--- config.mk ---
export PLATFORM = sky130hd
export DESIGN_NAME = first_fit_heap_allocator_top
export DESIGN_NICKNAME = d
export VERILOG_FILES = /design/src/sv/ffha_pkg.sv /design/src/sv/first_fit_heap_allocator_top.sv
export VERILOG_INCLUDE_DIRS = /design/src /design/src/sv
export SDC_FILE = /design/constraint.sdc
export NUM_CORES = 2
export LEC_CHECK = 0
export ABC_CLOCK_PERIOD_IN_PS = 7100
export BUFFER_PORTS_ARGS = -buffer_cell sky130_fd_sc_hd__buf_2
export CAP_MARGIN = 20
export CORE_ASPECT_RATIO = 1.75
export CORE_MARGIN = 2
export CORE_UTILIZATION = 36
export CTS_CLUSTER_SIZE = 40
export DETAILED_ROUTE_END_ITERATION = 7
export PLACE_DENSITY_LB_ADDON = 0.08
export RECOVER_POWER = 25
export SYNTH_ARGS = -nofsm -noshare
export SYNTH_HDL_FRONTEND = slang
export SYNTH_SLANG_ARGS = --single-unit
--- constraint.sdc ---
create_clock -name aclk -period 7.1 [get_ports aclk]
set_input_delay 0.71 -clock aclk [delete_from_list [all_inputs] [get_ports aclk]]
set_output_delay 0.71 -clock aclk [all_outputs]
set_load 0.005 [all_outputs]
--- src/sv/first_fit_heap_allocator_top_defines.svh ---
// Assertion macros for the heap allocator
`ifndef FIRST_FIT_HEAP_ALLOCATOR_TOP_DEFINES_SVH
`define FIRST_FIT_HEAP_ALLOCATOR_TOP_DEFINES_SVH
// Check that a condition implies a result in the same cycle
`define FFH_ASSERT_IMP(lbl, clk, rstn, cond, res) \
    lbl: assert property (@(posedge clk) disable iff (!rstn) (cond) |-> (res)) \
        else $error("assertion failed");
// Check that a condition implies a result in the next cycle
`define FFH_ASSERT_NXT(lbl, clk, rstn, cond, res) \
    lbl: assert property (@(posedge clk) disable iff (!rstn) (cond) |=> (res)) \
        else $error("assertion failed");
`endif

--- src/sv/ffha_pkg.sv ---
// Shared constants and status codes for the heap allocator
package ffha_pkg;
    localparam int unsigned HEAP_BYTES_DEF   = 1048576;
    localparam int unsigned HEADER_BYTES_DEF = 12;
    localparam int unsigned MAX_BLOCKS_DEF   = 64;
    localparam int unsigned SIZE_W           = 20;
    localparam int unsigned STATUS_W         = 3;

    typedef enum logic [STATUS_W-1:0] {
        ST_OK      = 3'd0,
        ST_ZERO    = 3'd1,
        ST_NOMEM   = 3'd2,
        ST_UNKNOWN = 3'd3,
        ST_FULL    = 3'd4
    } status_t;

    typedef enum logic {
        REQ_ALLOC = 1'b0,
        REQ_FREE  = 1'b1
    } req_type_t;
endpackage

--- src/sv/first_fit_heap_allocator_top.sv ---
// Top level of the first-fit heap allocator with block coalescing
// Flow: a zero-size request goes straight to the output; allocate walks the table entry
// by entry and shifts later entries up on a split; free walks the table to find the
// block, then sweeps it to merge free runs, with one extra write per run.
// Throughput: one request at a time; ready again once the result has been taken.
// Reset: aresetn synchronous active low empties the table and the break.
module first_fit_heap_allocator_top #(
    parameter int unsigned HEAP_BYTES   = ffha_pkg::HEAP_BYTES_DEF,
    parameter int unsigned HEADER_BYTES = ffha_pkg::HEADER_BYTES_DEF,
    parameter int unsigned MAX_BLOCKS   = ffha_pkg::MAX_BLOCKS_DEF
) (
    input  logic        aclk,
    input  logic        aresetn,
    input  logic        s_tvalid,
    output logic        s_tready,
    input  logic [39:0] s_tdata,   // req_size[19:0], block_offset[39:20]
    input  logic        s_tuser,   // req_type
    output logic        m_tvalid,
    input  logic        m_tready,
    output logic [23:0] m_tdata    // status[2:0], result_offset[22:3], zero pad
);
    import ffha_pkg::*;
    `include "first_fit_heap_allocator_top_defines.svh"

    localparam int unsigned IW = (MAX_BLOCKS > 1) ? $clog2(MAX_BLOCKS) : 1;
    localparam int unsigned CW = $clog2(MAX_BLOCKS + 1);
    localparam int unsigned AW = SIZE_W + 2;
    localparam logic [AW-1:0] HDR  = AW'(HEADER_BYTES);
    localparam logic [AW-1:0] HEAP = AW'(HEAP_BYTES);
    localparam logic [CW-1:0] MAXC = CW'(MAX_BLOCKS);

    typedef enum logic [4:0] {
        S_IDLE, S_ARD, S_AWT, S_ACHK, S_SHRD, S_SHWT, S_SHWR, S_SPLIT, S_APP,
        S_FRD, S_FWT, S_FCHK, S_MRD, S_MWT, S_MCHK, S_MCPY, S_OUT
    } state_t;

    logic [SIZE_W-1:0] mem_size [MAX_BLOCKS];
    logic              mem_used [MAX_BLOCKS];
    logic [SIZE_W-1:0] rd_size_reg;
    logic              rd_used_reg;
    logic [IW-1:0]     rd_addr;
    logic              wr_en;
    logic [IW-1:0]     wr_addr;
    logic [SIZE_W-1:0] wr_size;
    logic              wr_used;

    always_ff @(posedge aclk) begin
        if (wr_en) begin
            mem_size[wr_addr] <= wr_size;
            mem_used[wr_addr] <= wr_used;
        end
        rd_size_reg <= mem_size[rd_addr];
        rd_used_reg <= mem_used[rd_addr];
    end

    state_t            state_reg, state_next;
    logic [CW-1:0]     count_reg, count_next;
    logic [AW-1:0]     brk_reg, brk_next;
    logic [CW-1:0]     i_reg, i_next;
    logic [CW-1:0]     w_reg, w_next;
    logic [AW-1:0]     addr_reg, addr_next;
    logic [SIZE_W-1:0] size_reg, size_next;
    logic [SIZE_W-1:0] off_reg, off_next;
    logic [SIZE_W-1:0] acc_reg, acc_next;
    logic              accf_reg, accf_next;
    logic [SIZE_W-1:0] hold_reg, hold_next;
    status_t           st_reg, st_next;
    logic [SIZE_W-1:0] res_reg, res_next;
    logic              mv_reg, mv_next;

    logic [AW-1:0] total;
    logic [AW-1:0] sum;
    assign total = AW'(size_reg) + HDR;
    assign sum   = addr_reg + HDR + AW'(rd_size_reg);

    assign s_tready = (state_reg == S_IDLE) && !mv_reg;
    assign m_tvalid = mv_reg;
    assign m_tdata  = {1'b0, res_reg, st_reg};

    always_comb begin
        state_next = state_reg;
        count_next = count_reg;
        brk_next   = brk_reg;
        i_next     = i_reg;
        w_next     = w_reg;
        addr_next  = addr_reg;
        size_next  = size_reg;
        off_next   = off_reg;
        acc_next   = acc_reg;
        accf_next  = accf_reg;
        hold_next  = hold_reg;
        st_next    = st_reg;
        res_next   = res_reg;
        mv_next    = mv_reg;
        rd_addr    = i_reg[IW-1:0];
        wr_en      = 1'b0;
        wr_addr    = i_reg[IW-1:0];
        wr_size    = size_reg;
        wr_used    = 1'b1;
        if (mv_reg && m_tready) begin
            mv_next = 1'b0;
        end
        case (state_reg)
            S_IDLE: begin
                if (s_tvalid && s_tready) begin
                    size_next = s_tdata[19:0];
                    off_next  = s_tdata[39:20];
                    i_next    = '0;
                    w_next    = '0;
                    addr_next = '0;
                    accf_next = 1'b0;
                    res_next  = '0;
                    st_next   = ST_OK;
                    if (s_tuser == REQ_FREE) begin
                        state_next = S_FRD;
                    end else if (s_tdata[19:0] == '0) begin
                        st_next    = ST_ZERO;
                        state_next = S_OUT;
                    end else begin
                        state_next = S_ARD;
                    end
                end
            end
            S_ARD: begin
                state_next = (i_reg < count_reg) ? S_AWT : S_APP;
            end
            S_AWT: state_next = S_ACHK;
            S_ACHK: begin
                if (!rd_used_reg && size_reg == rd_size_reg) begin
                    wr_en      = 1'b1;
                    res_next   = SIZE_W'(addr_reg + HDR);
                    state_next = S_OUT;
                end else if (!rd_used_reg && total <= AW'(rd_size_reg)) begin
                    if (count_reg >= MAXC) begin
                        st_next    = ST_FULL;
                        state_next = S_OUT;
                    end else begin
                        hold_next  = SIZE_W'(AW'(rd_size_reg) - total);
                        res_next   = SIZE_W'(addr_reg + HDR);
                        w_next     = i_reg;
                        i_next     = count_reg - CW'(1);
                        state_next = S_SHRD;
                    end
                end else begin
                    addr_next  = sum;
                    i_next     = i_reg + CW'(1);
                    state_next = S_ARD;
                end
            end
            S_SHRD: begin
                state_next = (i_reg > w_reg) ? S_SHWT : S_SPLIT;
            end
            S_SHWT: state_next = S_SHWR;
            S_SHWR: begin
                wr_en      = 1'b1;
                wr_addr    = IW'(i_reg + CW'(1));
                wr_size    = rd_size_reg;
                wr_used    = rd_used_reg;
                i_next     = i_reg - CW'(1);
                state_next = S_SHRD;
            end
            S_SPLIT: begin
                if (!accf_reg) begin
                    wr_en     = 1'b1;
                    wr_addr   = w_reg[IW-1:0];
                    accf_next = 1'b1;
                end else begin
                    wr_en      = 1'b1;
                    wr_addr    = IW'(w_reg + CW'(1));
                    wr_size    = hold_reg;
                    wr_used    = 1'b0;
                    count_next = count_reg + CW'(1);
                    state_next = S_OUT;
                end
            end
            S_APP: begin
                if (count_reg >= MAXC) begin
                    st_next = ST_FULL;
                end else if (brk_reg + total >= HEAP) begin
                    st_next = ST_NOMEM;
                end else begin
                    wr_en      = 1'b1;
                    wr_addr    = count_reg[IW-1:0];
                    count_next = count_reg + CW'(1);
                    res_next   = SIZE_W'(brk_reg + HDR);
                    brk_next   = brk_reg + total;
                end
                state_next = S_OUT;
            end
            S_FRD: begin
                if (i_reg < count_reg) begin
                    state_next = S_FWT;
                end else begin
                    st_next    = ST_UNKNOWN;
                    state_next = S_OUT;
                end
            end
            S_FWT: state_next = S_FCHK;
            S_FCHK: begin
                if (addr_reg + HDR == AW'(off_reg)) begin
                    wr_en      = 1'b1;
                    wr_size    = rd_size_reg;
                    wr_used    = 1'b0;
                    i_next     = '0;
                    state_next = S_MRD;
                end else begin
                    addr_next  = sum;
                    i_next     = i_reg + CW'(1);
                    state_next = S_FRD;
                end
            end
            S_MRD: begin
                if (i_reg < count_reg) begin
                    state_next = S_MWT;
                end else begin
                    if (accf_reg) begin
                        wr_en   = 1'b1;
                        wr_addr = w_reg[IW-1:0];
                        wr_size = acc_reg;
                        wr_used = 1'b0;
                        count_next = w_reg + CW'(1);
                    end else begin
                        count_next = w_reg;
                    end
                    state_next = S_OUT;
                end
            end
            S_MWT: state_next = S_MCHK;
            S_MCHK: begin
                i_next     = i_reg + CW'(1);
                state_next = S_MRD;
                if (!rd_used_reg) begin
                    if (accf_reg) begin
                        acc_next = SIZE_W'(AW'(acc_reg) + HDR + AW'(rd_size_reg));
                    end else begin
                        acc_next  = rd_size_reg;
                        accf_next = 1'b1;
                    end
                end else begin
                    if (accf_reg) begin
                        wr_en   = 1'b1;
                        wr_addr = w_reg[IW-1:0];
                        wr_size = acc_reg;
                        wr_used = 1'b0;
                        hold_next  = rd_size_reg;
                        w_next     = w_reg + CW'(1);
                        accf_next  = 1'b0;
                        state_next = S_MCPY;
                    end else begin
                        wr_en   = 1'b1;
                        wr_addr = w_reg[IW-1:0];
                        wr_size = rd_size_reg;
                        wr_used = 1'b1;
                        w_next  = w_reg + CW'(1);
                    end
                end
            end
            S_MCPY: begin
                wr_en      = 1'b1;
                wr_addr    = w_reg[IW-1:0];
                wr_size    = hold_reg;
                wr_used    = 1'b1;
                w_next     = w_reg + CW'(1);
                state_next = S_MRD;
            end
            S_OUT: begin
                if (!mv_reg || m_tready) begin
                    mv_next    = 1'b1;
                    state_next = S_IDLE;
                end
            end
            default: state_next = S_IDLE;
        endcase
    end

    always_ff @(posedge aclk) begin
        if (!aresetn) begin
            state_reg <= S_IDLE;
            count_reg <= '0;
            brk_reg   <= '0;
            mv_reg    <= 1'b0;
        end else begin
            state_reg <= state_next;
            count_reg <= count_next;
            brk_reg   <= brk_next;
            mv_reg    <= mv_next;
        end
        i_reg    <= i_next;
        w_reg    <= w_next;
        addr_reg <= addr_next;
        size_reg <= size_next;
        off_reg  <= off_next;
        acc_reg  <= acc_next;
        accf_reg <= accf_next;
        hold_reg <= hold_next;
        st_reg   <= st_next;
        res_reg  <= res_next;
    end

    `FFH_ASSERT_IMP(a_ready_idle, aclk, aresetn, s_tready, state_reg == S_IDLE)
    `FFH_ASSERT_IMP(a_count_max, aclk, aresetn, 1'b1, count_reg <= MAXC)
    `FFH_ASSERT_NXT(a_out_valid, aclk, aresetn, state_reg == S_OUT && !mv_reg, mv_reg)
endmodule
## Word-level counts from Yosys, hierarchy flattened

Memories as Yosys holds them, arrays and structs flattened. A register that Yosys moved wholly into a read port is not among the register bits.
Cells that the tools add are included.

- Register bits after elaboration: 175
- Word-level logic and storage cells: 202
- Bits in writable memories: 1344
- Memories: 2
- Input port bits: 45
- Output and inout port bits: 26

Memory list:

| name | words | bits a word | rd ports | clocked after Yosys merged registers in | wr ports | line | source |
|---|---|---|---|---|---|---|---|
| mem_size | 64 | 20 | 1 | 1 | 1 | first_fit_heap_allocator_top.sv:37 | `logic [SIZE_W-1:0] mem_size [MAX_BLOCKS];` |
| mem_used | 64 | 1 | 1 | 1 | 1 | first_fit_heap_allocator_top.sv:38 | `logic mem_used [MAX_BLOCKS];` |

- Equal/unequal tests: 37
- Bitwise operators: 3
- $add $sub $neg: 13
- Reductions and logical operators: 31
- Mux-type cells: 97
- Magnitude comparators: 5

Operator list:

| kind | count |
|---|---|
| $mux W20 | 18 |
| $pmux W20 S6 | 1 |
| $mux W7 | 14 |
| $mux W22 | 4 |
| $pmux W5 S17 | 1 |
| $pmux W22 S3 | 1 |
| $pmux W20 S3 | 1 |
| $mux W5 | 10 |
| $add A20 B4 Y20 const B | 2 |
| $eq A5 B4 Y1 const B | 8 |
| $pmux W20 S2 | 1 |
| $mux W6 | 6 |
| $pmux W6 S6 | 1 |
| $pmux W7 S5 | 1 |
| $ne A2 B2 Y1 const B | 14 |
| $pmux W7 S4 | 1 |
| $mux W3 | 8 |
| $add A22 B20 Y22 | 1 |
| $add A22 B21 Y22 | 1 |
| $add A22 B4 Y22 const B | 1 |
| $eq A22 B20 Y1 | 1 |
| $ge A22 B21 Y1 const B | 1 |
| $add A20 B4 Y21 const B | 1 |
| $add A7 B1 Y7 const B | 3 |
| other kinds (39) | 85 |

## Logic depth before layout (Yosys ltp)

- Depth after elaboration: 8
- Mapped depth: 20
- Depth with buffers taken out: 17

## Worst setup path after synthesis

Ideal clock, no wire load.

- Path kind: register -> register
- Start point: register addr_reg[2]
- End point: memory mem_size[0][5] (data pin)
- Buffers on the path: 0
- Stages on the path, launching flop included: 11
- Period minus slack after synthesis: 6344 ps
- Arrival: 5642 ps
- Library setup time: 702 ps
- Setup slack: 756 ps
- Data required time: 6398 ps
- Cell sequence: edfxtp_1 -> inv_1 -> ha_1 -> nand4b_1 -> nor4b_1 -> nand3_1 -> xor2_1 -> nand4_1 -> nor4_4 -> a221oi_1 -> o21ai_0

- Word-level cells in the longest chain between the ends: 4

RTL lines:

| what | line | source |
|---|---|---|
| start: declaration | first_fit_heap_allocator_top.sv:61 | `logic [AW-1:0] addr_reg, addr_next;` |
| start signal: assignment | first_fit_heap_allocator_top.sv:290 | `addr_reg <= addr_next;` |
| $add A22 B4 Y22 | first_fit_heap_allocator_top.sv:200 | `if (addr_reg + HDR == AW'(off_reg)) begin` |
| $eq A22 B20 Y1 | first_fit_heap_allocator_top.sv:200 |  |
| $mux W20 | first_fit_heap_allocator_top.sv:200 |  |
| $pmux W20 S6 | first_fit_heap_allocator_top.sv:103 | `case (state_reg)` |
| net wr_size[5] | first_fit_heap_allocator_top.sv:44 | `logic [SIZE_W-1:0] wr_size;` |
| end: declaration | first_fit_heap_allocator_top.sv:37 |  |

The timed path passes the listed nets, and every way through them passes these cells.

## Worst setup path in the final report

- Start point: register addr_reg[2]
- End point: memory mem_size[41][8] (data pin)

Same word-level chain as after synthesis.

==> results.sh <==
export IMPL_status="complete, but fails checks"
export IMPL_violations="capacitance limit, slew limit"
export IMPL_rr_startpoint="addr_reg[2]$_SDFFCE_PN0P_"
export IMPL_start_util_pct=36.2
export IMPL_die_h_um=576
export IMPL_drcViolationCount=0
export IMPL_viasPerCell=5.61
export IMPL_htree_num_levels=4
export IMPL_power_frac_clock_pct=25.4
export IMPL_setup_tns_final_ns=0
export IMPL_wl_per_cell_um=33.7
export IMPL_io_pins=71
export IMPL_antenna_found_initial=8
export IMPL_track_usage_pct=23.5
export IMPL_synth_top_cell_area_share_pct=66.3
export IMPL_dp_cells=6367
export IMPL_grt_pass1_vias=39200
export IMPL_largestRegisters="mem_size x1280, mem_used x64"
export IMPL_timing_final_crit_share_pct=96.3
export IMPL_synthAdderAreaFrac_pct=2.69
export IMPL_setup_worst_path_class="flop to flop"
export IMPL_first_iter_violations=2969
export IMPL_synthFlopType="edfxtp_1"
export IMPL_grt_pass1_wl_mm=310
export IMPL_drt_wl_total_mm=224
export IMPL_crit_start="addr_reg[2]$_SDFFCE_PN0P_"
export IMPL_synth_xor_area_share_pct=2.23
export IMPL_synth_compound_area_share_pct=5.69
export IMPL_yosys_warnings=0
export IMPL_cp_endpoint="mem_size[41][8]$_DFFE_PP_"
export IMPL_worstMarginPinSlew_ns=3.38
export IMPL_syn_area_per_cell_um2=17.3
export IMPL_finalHoldViolCount=0
export IMPL_via_count=37200
export IMPL_hpwl_mm=153
export IMPL_synthMuxAreaShare_pct=14.6
export IMPL_first_pass_iters=5
export IMPL_critPathArrivalTime_ns=7.24
export IMPL_ir_drop_mv=0.249
export IMPL_cp_required_ns=7.50
export IMPL_syn_area_mm2=0.0672
export IMPL_end_kind="flop"
export IMPL_hp_class="input port to flop"
export IMPL_overflow=0
export IMPL_area_growth_pct=13.8
export IMPL_ys_async_sr_fraction_pct=0
export IMPL_cap_violations=11
export IMPL_cts_tree="built"
export IMPL_place_gp_congestion=0.931
export IMPL_cts_resized=0
export IMPL_largest_reg_flops=1280
export IMPL_leakagePower_nw=24.6
export IMPL_max_slew_margin_rel_pct=-126
export IMPL_fp_dieArea_mm2=0.190
export IMPL_synth_edf_count=1484
export IMPL_port_buffer_count=69
export IMPL_intPower_mw=19.5
export IMPL_synth_nets=4077
export IMPL_powerDensity_mw_per_mm2=402
export IMPL_clock_latency_ns=0.81
export IMPL_combPwrFrac_pct=36.3
export IMPL_synth_top_family_by_area="multiplexers"
export IMPL_numCtsBuffers=155
export IMPL_fin_worst_skew_ns=0.0512
export IMPL_regToRegSetupSlack_ns=0.26
export IMPL_core_mm2=0.185
export IMPL_yosys_area_share_simple_pct=5.01
export IMPL_ys_seq_elements=1540
export IMPL_switching_share_pct=36.8
export IMPL_synthTopCellsByArea="edfxtp_1 66%, mux4_2 14%, ha_1 2.6%"
export IMPL_yosys_cell_types_count=89
export IMPL_finalNetCount=4285
export IMPL_clock_sinks=1540
export IMPL_post_cts_setup_buffers=0
export IMPL_critPathMaxFanout=28
export IMPL_cts_max_path_buffers=4
export IMPL_ys_seq_area_share_pct=68.0
export IMPL_fillers=16600
export IMPL_grt_max_degree=112
export IMPL_die_w_um=331
export IMPL_post_layout_nonfiller_instances=6631
export IMPL_slew_viol_final=389
export IMPL_largest_register="mem_size"
export IMPL_rsz0062_at_grt="false"
export IMPL_final_layout_size_suffix_gt1_share_pct=21.8
export IMPL_pwr_share_seq_pct=38.2
export IMPL_num_rows=209
export IMPL_finalSetupViolations=0
export IMPL_p_sw_mw=11.3
export IMPL_cts_root_buffer="clkbuf_16"
export IMPL_synth_top_area_cell="edfxtp_1"
export IMPL_syn_inst=3890
export IMPL_antenna_left=0
export IMPL_reg2regPathDepth=15
export IMPL_clock_fmax_ghz=0.146
export IMPL_critPathLaunchType="flop"
export IMPL_timing_rr_end="mem_size[41][8]$_DFFE_PP_"
export IMPL_post_route_min_period_ns=6.84
export IMPL_ctsHoldBuffers=0
export IMPL_clkSlewWorstSetupHoldPaths_ns=0.06
-- critical path, stage by stage (launching register included) --
cell      delay [ns]
edfxtp_1        0.51
inv_1           0.11
ha_1            0.26
nand4b_1        0.46
nor4b_1         0.43
clkbuf_1        0.28
nand3_1         0.13
xor2_1          0.55
nand4_1         0.43
or4b_1          0.79
nor2b_1         0.26
clkbuf_1        0.36
nor2_1          0.18
clkbuf_1        0.68
a21oi_2         0.46
clkbuf_4        0.52
-- cell families (layout without fill, tap and decap cells) --
group	Yosys count	after routing
AO/OA/AOI/OAI	576	576
adder cells (fa/ha/maj)	142	142
AND/OR/NAND/NOR	694	694
multiplexers	461	461
other	1	8
flip-flops	1540	1540
XOR/XNOR	165	165
buffers and inverters	311	619
-- worst min path at each step --
stage / from / slack [ns] / cells past startpoint / end
after floorplan: brk_reg[0]$_SDFFE_PN0P_ / 0.46 / 2 / brk_reg[0]$_SDFFE_PN0P_
after global placement: brk_reg[20]$_SDFFE_PN0P_ / 0.48 / 1 / brk_reg[20]$_SDFFE_PN0P_
after detailed placement: brk_reg[20]$_SDFFE_PN0P_ / 0.48 / 1 / brk_reg[20]$_SDFFE_PN0P_
after CTS: s_tdata[37] / 0.03 / 1 / off_reg[17]$_DFFE_PP_
after global routing: s_tdata[33] / 0.06 / 1 / off_reg[13]$_DFFE_PP_
final: s_tdata[37] / 0.09 / 1 / off_reg[17]$_DFFE_PP_
-- through the flow --
stage | utilization (%) | setup slack, ns | total power, mW | cell area (um2) | hold WS [ns]
final | 41.3 | 0.260 | 30.8 | 76500 | 0.0876
after floorplan | - | 0.756 | 18.2 | 67200 | 0.459
after CTS | 41.4 | 0.620 | 31.2 | 76800 | 0.0262
after global placement | 38.9 | 0.806 | 23.3 | 72100 | 0.481
after global routing | 41.3 | 0.153 | 32.0 | 76500 | 0.0562
after detailed placement | 38.9 | 0.708 | 23.3 | 72100 | 0.478
-- metal layers --
metal	GRT usage [%]	vias up	share of wire [%]
li1	-	16100	-
met1	24.8	19600	34
met2	44.2	1050	55
met3	2.60	429	3.5
met4	14.3	0	7.2
met5	0	-	0
-- synthesized netlist by cell type (all sizes together) (5+ instances only) --
library cell	count
or4	7
nor2b	22
nand3b	10
or3	20
and3	26
clkbuf	131
o211ai	12
o221ai	27
nand2b	29
a21oi	148
inv	113
dfxtp	56
nor3	49
nand2	194
edfxtp	1484
nand3	50
o31ai	18
mux4	417
buf	67
or2	10
a211oi	16
a221oi	11
mux2i	41
ha	138
o22ai	19
and2	16
xnor2	100
nor2	199
a21boi	23
o2111ai	7
a221o	18
o21ai	117
a22oi	17
nand4	21
o21bai	13
a2111oi	5
nor4b	5
nor4	15
a31oi	32
xor2	61
nor3b	8
o21a	10
and4	5
a21o	41
-- cell usage in the layout, fill, tap and decap left out, drive strengths merged, types with 10 or more instances in the layout --
cell type / instances
o22ai: 19
xnor2: 100
a22oi: 17
nor2b: 22
clkinv: 47
nand2: 194
o21a: 10
o221ai: 27
and2: 16
a21o: 41
inv: 118
mux2i: 41
mux4: 417
buf: 177
nor2: 199
xor2: 61
o31ai: 18
a221oi: 11
a221o: 18
edfxtp: 1484
nand4: 21
dfxtp: 56
nand3b: 10
o21ai: 117
nor3: 49
clkbuf: 265
nor4: 15
nand2b: 29
a31oi: 32
or3: 20
nand3: 50
o211ai: 12
and3: 26
a21boi: 23
or2: 10
a21oi: 148
a211oi: 16
ha: 138
o21bai: 13
-- power groups by stage --
stage | Sequential (mW) | Clock (mW) | Combinational [mW]
final | 11.8 | 7.83 | 11.2
after CTS | 11.7 | 8.05 | 11.4
after global placement | 11.9 | 0 | 11.4
after detailed placement | 11.9 | 0 | 11.4
after floorplan | 11.7 | 0 | 6.52
after global routing | 11.8 | 8.33 | 11.9
-- area by class of cell --
type                    instances  area (um2)  share of cell area (%)
clock inverters                64         546                   0.713
well taps                    2426        3040                    3.97
clock buffers                 193        4070                    5.32
multi-input cells            2039       20900                    27.3
inverters                     113         429                   0.561
diodes                          7        17.5                  0.0229
flip-flops and latches       1540       45700                    59.7
repair buffers                249        1820                    2.38
(Power assumes the default switching activity.)
